<file path="src/rtl/shp_pkg.sv">
// ----------------------------------------------------------------------------
// shp_pkg
// Shared types and constants of the 3x3 sharpening window filter.
// ----------------------------------------------------------------------------
package shp_pkg;

  localparam int CH_BITS        = 8;
  localparam int NUM_CH         = 3;
  localparam int NUM_ROWS       = 3;
  localparam int DEF_MAX_WIDTH  = 2048;
  localparam int WIDTH_BITS     = 12;
  localparam int HEIGHT_BITS    = 16;
  localparam int LEVEL_BITS     = 8;
  localparam int SUM_BITS       = 11;
  localparam int CFG_IDX_BITS   = 3;
  localparam int CFG_DATA_BITS  = 16;

  typedef logic [CH_BITS-1:0]  smp_t;
  typedef smp_t [NUM_CH-1:0]   pix_t;   // [0] chan_a, [1] chan_b, [2] chan_c
  typedef pix_t [NUM_ROWS-1:0] col_t;   // [0] upper, [1] middle, [2] lower

  typedef enum logic [CFG_IDX_BITS-1:0] {
    CFG_FILTER_MODE  = 3'd0,
    CFG_SHARP_LEVEL  = 3'd1,
    CFG_IMAGE_WIDTH  = 3'd2,
    CFG_IMAGE_HEIGHT = 3'd3,
    CFG_COLOR_LAYOUT = 3'd4
  } cfg_idx_t;

  typedef struct packed {
    logic                   highpass;
    logic [LEVEL_BITS-1:0]  level;
    logic [WIDTH_BITS-1:0]  width;
    logic [HEIGHT_BITS-1:0] height;
    logic                   color;
  } cfg_t;

  typedef struct packed {
    logic [NUM_CH-1:0][SUM_BITS-1:0] sum;
    pix_t                            center;
    logic                            run_end;
    logic                            frame_end;
  } job_t;

endpackage

</file>
<file path="src/rtl/shp_sharpen_core.sv">
// ----------------------------------------------------------------------------
// shp_sharpen_core
// Per-channel unsharp or highpass sharpening with clamp, output register.
// ----------------------------------------------------------------------------
module shp_sharpen_core import shp_pkg::*; (
  input  logic clk,
  input  logic rst_n,
  input  cfg_t cfg,
  input  logic job_valid,
  output logic job_ready,
  input  job_t job,
  output logic out_valid,
  input  logic out_ready,
  output pix_t out_pix,
  output logic out_run_end,
  output logic out_frame_end
);

  function automatic smp_t sharpen_ch(input smp_t c, input logic [SUM_BITS-1:0] s,
                                      input logic hp, input logic [LEVEL_BITS-1:0] lv);
    logic signed [9:0]  d;
    logic signed [10:0] d2;
    logic signed [12:0] e;
    logic signed [20:0] p;
    logic signed [17:0] v;
    smp_t               res;
    d  = $signed({2'b0, c}) - $signed({2'b0, s[SUM_BITS-1:3]});
    d2 = d[9] ? ($signed({d[9], d}) - $signed({3'b0, lv}))
              : ($signed({d[9], d}) + $signed({3'b0, lv}));
    e  = $signed({2'b0, c, 3'b0}) - $signed({2'b0, s});
    p  = e * $signed({1'b0, lv});
    if (hp) begin
      v = $signed({p[20], p[20:4]}) + $signed({10'b0, c});
    end else begin
      v = $signed({{7{d2[10]}}, d2}) + $signed({10'b0, c});
    end
    if (v[17]) begin
      res = '0;
    end else if (|v[16:8]) begin
      res = '1;
    end else begin
      res = v[7:0];
    end
    return res;
  endfunction

  logic o_valid_r;
  pix_t o_pix_r;
  logic o_run_end_r;
  logic o_frame_end_r;
  pix_t pix_nxt;

  assign job_ready = !o_valid_r || out_ready;

  always_comb begin
    for (int k = 0; k < NUM_CH; k++) begin
      pix_nxt[k] = sharpen_ch(job.center[k], job.sum[k], cfg.highpass, cfg.level);
    end
    // gray layout keeps only the first channel
    if (!cfg.color) begin
      pix_nxt[1] = '0;
      pix_nxt[2] = '0;
    end
  end

  always_ff @(posedge clk) begin
    if (!rst_n) begin
      o_valid_r <= 1'b0;
    end else if (job_ready) begin
      o_valid_r <= job_valid;
    end
  end

  always_ff @(posedge clk) begin
    if (job_ready && job_valid) begin
      o_pix_r       <= pix_nxt;
      o_run_end_r   <= job.run_end;
      o_frame_end_r <= job.frame_end;
    end
  end

  assign out_valid     = o_valid_r;
  assign out_pix       = o_pix_r;
  assign out_run_end   = o_run_end_r;
  assign out_frame_end = o_frame_end_r;

endmodule

</file>
<file path="config.mk">
export PLATFORM = sky130hd
export DESIGN_NAME = shp_sharpen_core
export DESIGN_NICKNAME = d
export VERILOG_FILES = /design/src/rtl/shp_pkg.sv /design/src/rtl/shp_sharpen_core.sv
export SDC_FILE = /design/constraint.sdc
export NUM_CORES = 1
export LEC_CHECK = 0
export ABC_AREA = 0
export BUFFER_PORTS_ARGS = -buffer_cell sky130_fd_sc_hd__buf_2
export CAP_MARGIN = 0
export CELL_PAD_IN_SITES_DETAIL_PLACEMENT = 1
export CELL_PAD_IN_SITES_GLOBAL_PLACEMENT = 2
export CORE_MARGIN = 3
export CORE_UTILIZATION = 25
export DETAILED_ROUTE_END_ITERATION = 10
export HOLD_SLACK_MARGIN = 0.1
export PLACE_DENSITY_LB_ADDON = 0.1
export SLEW_MARGIN = 20
export SYNTH_ARGS = -nofsm -noshare
export SYNTH_HDL_FRONTEND = slang
export SYNTH_SLANG_ARGS = --single-unit
export TNS_END_PERCENT = 20
</file>
<file path="constraint.sdc">
create_clock -name clk -period 9.3 [get_ports clk]
set_input_delay 0 -clock clk [delete_from_list [all_inputs] [get_ports clk]]
set_output_delay 0 -clock clk [all_outputs]
set_load 0.005 [all_outputs]
</file>
==> impl_metrics.tcl <==
set metrics [dict create \
    reg2regPathDepth 2 \
    worst_pin_slew_ps 1082 \
    final_max_slew_viol_count 0 \
    worst_hold_path_type "in2reg" \
    synth_area_per_inst_um2 8.174 \
    timing.slew.headroom_pct 27.32 \
    achievable-frequency_mhz 126.9 \
    synth_xor_area_share_pct 8.444 \
    drt_first_iter_violations 433 \
    ys_seq_elements 27 \
    floorplan.initialDensity_pct 25.53 \
    worst-path-max-fanout 14 \
    num_rows 96 \
    async_reset_ff_share_pct 0 \
    detail_route.wirelength_um 58540 \
    place_hpwl_um 49880 \
    fin_nets 2820 \
    global_route_wire_length_before_repair_um 93770 \
    r2r_setup_slack_ps 7730 \
    yosys_warnings 0 \
    area_growth_syn_to_layout_pct 10.25 \
    cts.path.max_buffers 2 \
    cts.htree.levels 1 \
    slowest_cell_on_the_critical_path "or4b_2" \
    crit_path_start_kind "input port" \
    ios 129 \
    finalHoldViolations 0 \
    timing.hold.worst.start "job[10]" \
    area_share_of_and_or_nand_nor_cells_after_synthesis_pct 17.52 \
    fin_crit_sh_pct 84.72 \
    grt.overflow.total 0 \
    viasPerCell 4.691 \
    ant_nets 0 \
    synth.distinct_cells 77 \
    cts.sinks 27 \
    clkLatencyLatePin_ps 300 \
    element_type_at_the_critical_path_end "flop" \
    layout.cells.most_common "inv_1" \
    antenna_found_initial 0 \
    unrepaired_setup_endpoints_after_global_routing "false" \
    setup_total_negative_slack_ps 0 \
    die_width_um 272.2 \
    antennaDiodeCount 0 \
    most_frequent_cells_in_the_layout "inv_1 (402), fa_1 (240), ha_1 (225), nand2_1 (192), and2_1 (160)" \
    cts_root_buf "clkbuf_16" \
    port-buffer-count 100 \
    number_of_global_route_vias_before_repair 16690 \
    floorplan.die_area_um2 74120 \
    chipHeight_um 272.2 \
    hold_path_depth 3 \
    critical_path.max_stage_delay_ps 670 \
    route.vias.total 14940 \
    final_layout_size_suffix_gt1_share_pct 7.590 \
    hold_end "out_pix[8]" \
    synth_enable_flop_cells 26 \
    detail_route.wl_per_cell_um 18.39 \
    status "finished clean" \
    sequential_cell_area_fraction_in_the_yosys_report_pct 4.518 \
    crit_type "in2reg" \
    globalplace.congestion 0.7735 \
    finClkSkew_ps 2.217 \
    synth_top_family_by_area "adder cells" \
    first_pass_iters 4 \
    drt_drc_violations_left 0 \
    yosys_most_used_dff "edfxtp_1" \
    sequential_cell_area_um2 800.8 \
    setup_violations 0 \
    largest_net_degree_at_the_start_of_global_routing 36 \
    critical_path.reg2reg.endpoint "out_pix[6]" \
    grt_usage_pct 15.89 \
    multi_input_area_um2 15180 \
    tritoncts "built" \
    worst-endpoint-required_ps 9360 \
    cap_violations 0 \
    reg2reg_from "out_valid" \
    post_synthesis_adder_cell_area_fraction_pct 43.00 \
    period_needed_ps 7879 \
    final_core_util_pct 28.14 \
    synth_mux_area_share_pct 0.2471 \
    design.core.area_um2 69430 \
    post_synth_inst_count 2168 \
    tritoncts.num_buffers 3 \
    synth_area_um2 17720 \
    synth_compound_gate_area_share_pct 16.46 \
    arrival_ps 7940 \
    clk_pin_slew_ps 100 \
    final.fill_count 8416 \
    mappedNetlistNets 2734 \
]
[worst max path at each step]
| stage | end | slack [ps] | cells after the start | start |
|---|---|---|---|---|
| after global placement | out_pix[7] | 1130 | 32 | job[26] |
| after global routing | out_pix[0] | 820 | 32 | job[26] |
| after floorplan | out_pix[16] | 2030 | 30 | job[18] |
| after CTS | out_pix[13] | 1350 | 30 | job[10] |
| final | out_pix[12] | 1420 | 31 | job[10] |
| after detailed placement | out_pix[6] | 1070 | 32 | job[26] |
[worst max-delay path, delay by kind of cell]
family	cells	cell delay (ps)
fa+ha+maj	6	2780
simple gates	5	1260
buf+inv	7	720
compound gates	13	3130
[synth_stat cells, types with 9 or more instances]
master      n  area [um^2]
a211o_1     9        78.83
a211oi_1   20        150.1
a21o_1     48        360.4
a21oi_1   117        585.6
a31oi_1    17        106.4
and2_1    161         1007
and3_1     10        62.56
clkbuf_1   52        195.2
edfxtp_1   26        780.8
fa_1      240         4805
ha_1      225         2815
inv_1     402         1509
nand2_1   192        720.7
nand2b_1   16        100.1
nand3_1    21        105.1
nor2_1    104        390.4
nor2b_1    17        106.4
nor3_1     39        195.2
nor4_1      9        56.30
o21a_1     37        277.8
o21ai_0    71        355.3
o21bai_1   24        180.2
o221a_2     9        101.4
o31a_1      9        78.83
or3_1      11        68.82
xnor2_1   123         1077
xor2_1     46        402.9
[metrics by stage]
step / area, um^2 / cells / hold slack [ps] / worst slack (ps)
after detailed placement: 19410 / 3176 / 178.4 / 1075
after global placement: 19410 / 3176 / 177.2 / 1130
after floorplan: 17720 / 2168 / 98.87 / 2031
after global routing: 19540 / 3184 / 227.5 / 820.6
after CTS: 19540 / 3184 / 215.9 / 1350
final: 19540 / 3184 / 218.5 / 1421
[cells by family (layout without fill, tap and decap cells)]
| kind of cell | count (synthesis) | after routing |
|---|---|---|
| AOI/OAI and AO/OA | 426 | 426 |
| xor gates and xnor gates | 170 | 170 |
| adders and majority gates | 465 | 465 |
| buffers and inverters | 459 | 544 |
| DFF | 27 | 27 |
| muxes | 4 | 4 |
| and+or+nand+nor | 617 | 617 |
[per-layer routing]
layer  global-route usage, %  vias up  part of all wire [%]
met3                  0.1586       27                  0.61
met1                   20.80     7585                    46
met2                   29.63       81                    52
met4                   2.725        0                   1.3
met5                       0        -                     0
li1                        -     7242                     -
[area by class of cell]
| type | instances | area share, % |
|---|---|---|
| inverter | 402 | 7.723 |
| sequential | 27 | 4.098 |
| timing repair buffer | 138 | 4.073 |
| multi-input combinational | 1682 | 77.72 |
| tap | 931 | 5.962 |
| clock buffer | 3 | 0.3842 |
| clock inverter | 1 | 0.04483 |
[timing repair]
action,CTS,global route
hold endpoints to repair,3,0
gates resized for setup,0,0
buffers inserted,0,0
hold buffers,4,0
[flip-flops by register name, summed over array words and instances, names as in the netlist]
register	cells
out_pix	24
out_frame_end	1
out_valid	1
out_run_end	1
Power is not shown: default switching activity piles up to over one toggle a cycle in this logic, so the estimate is an artifact.
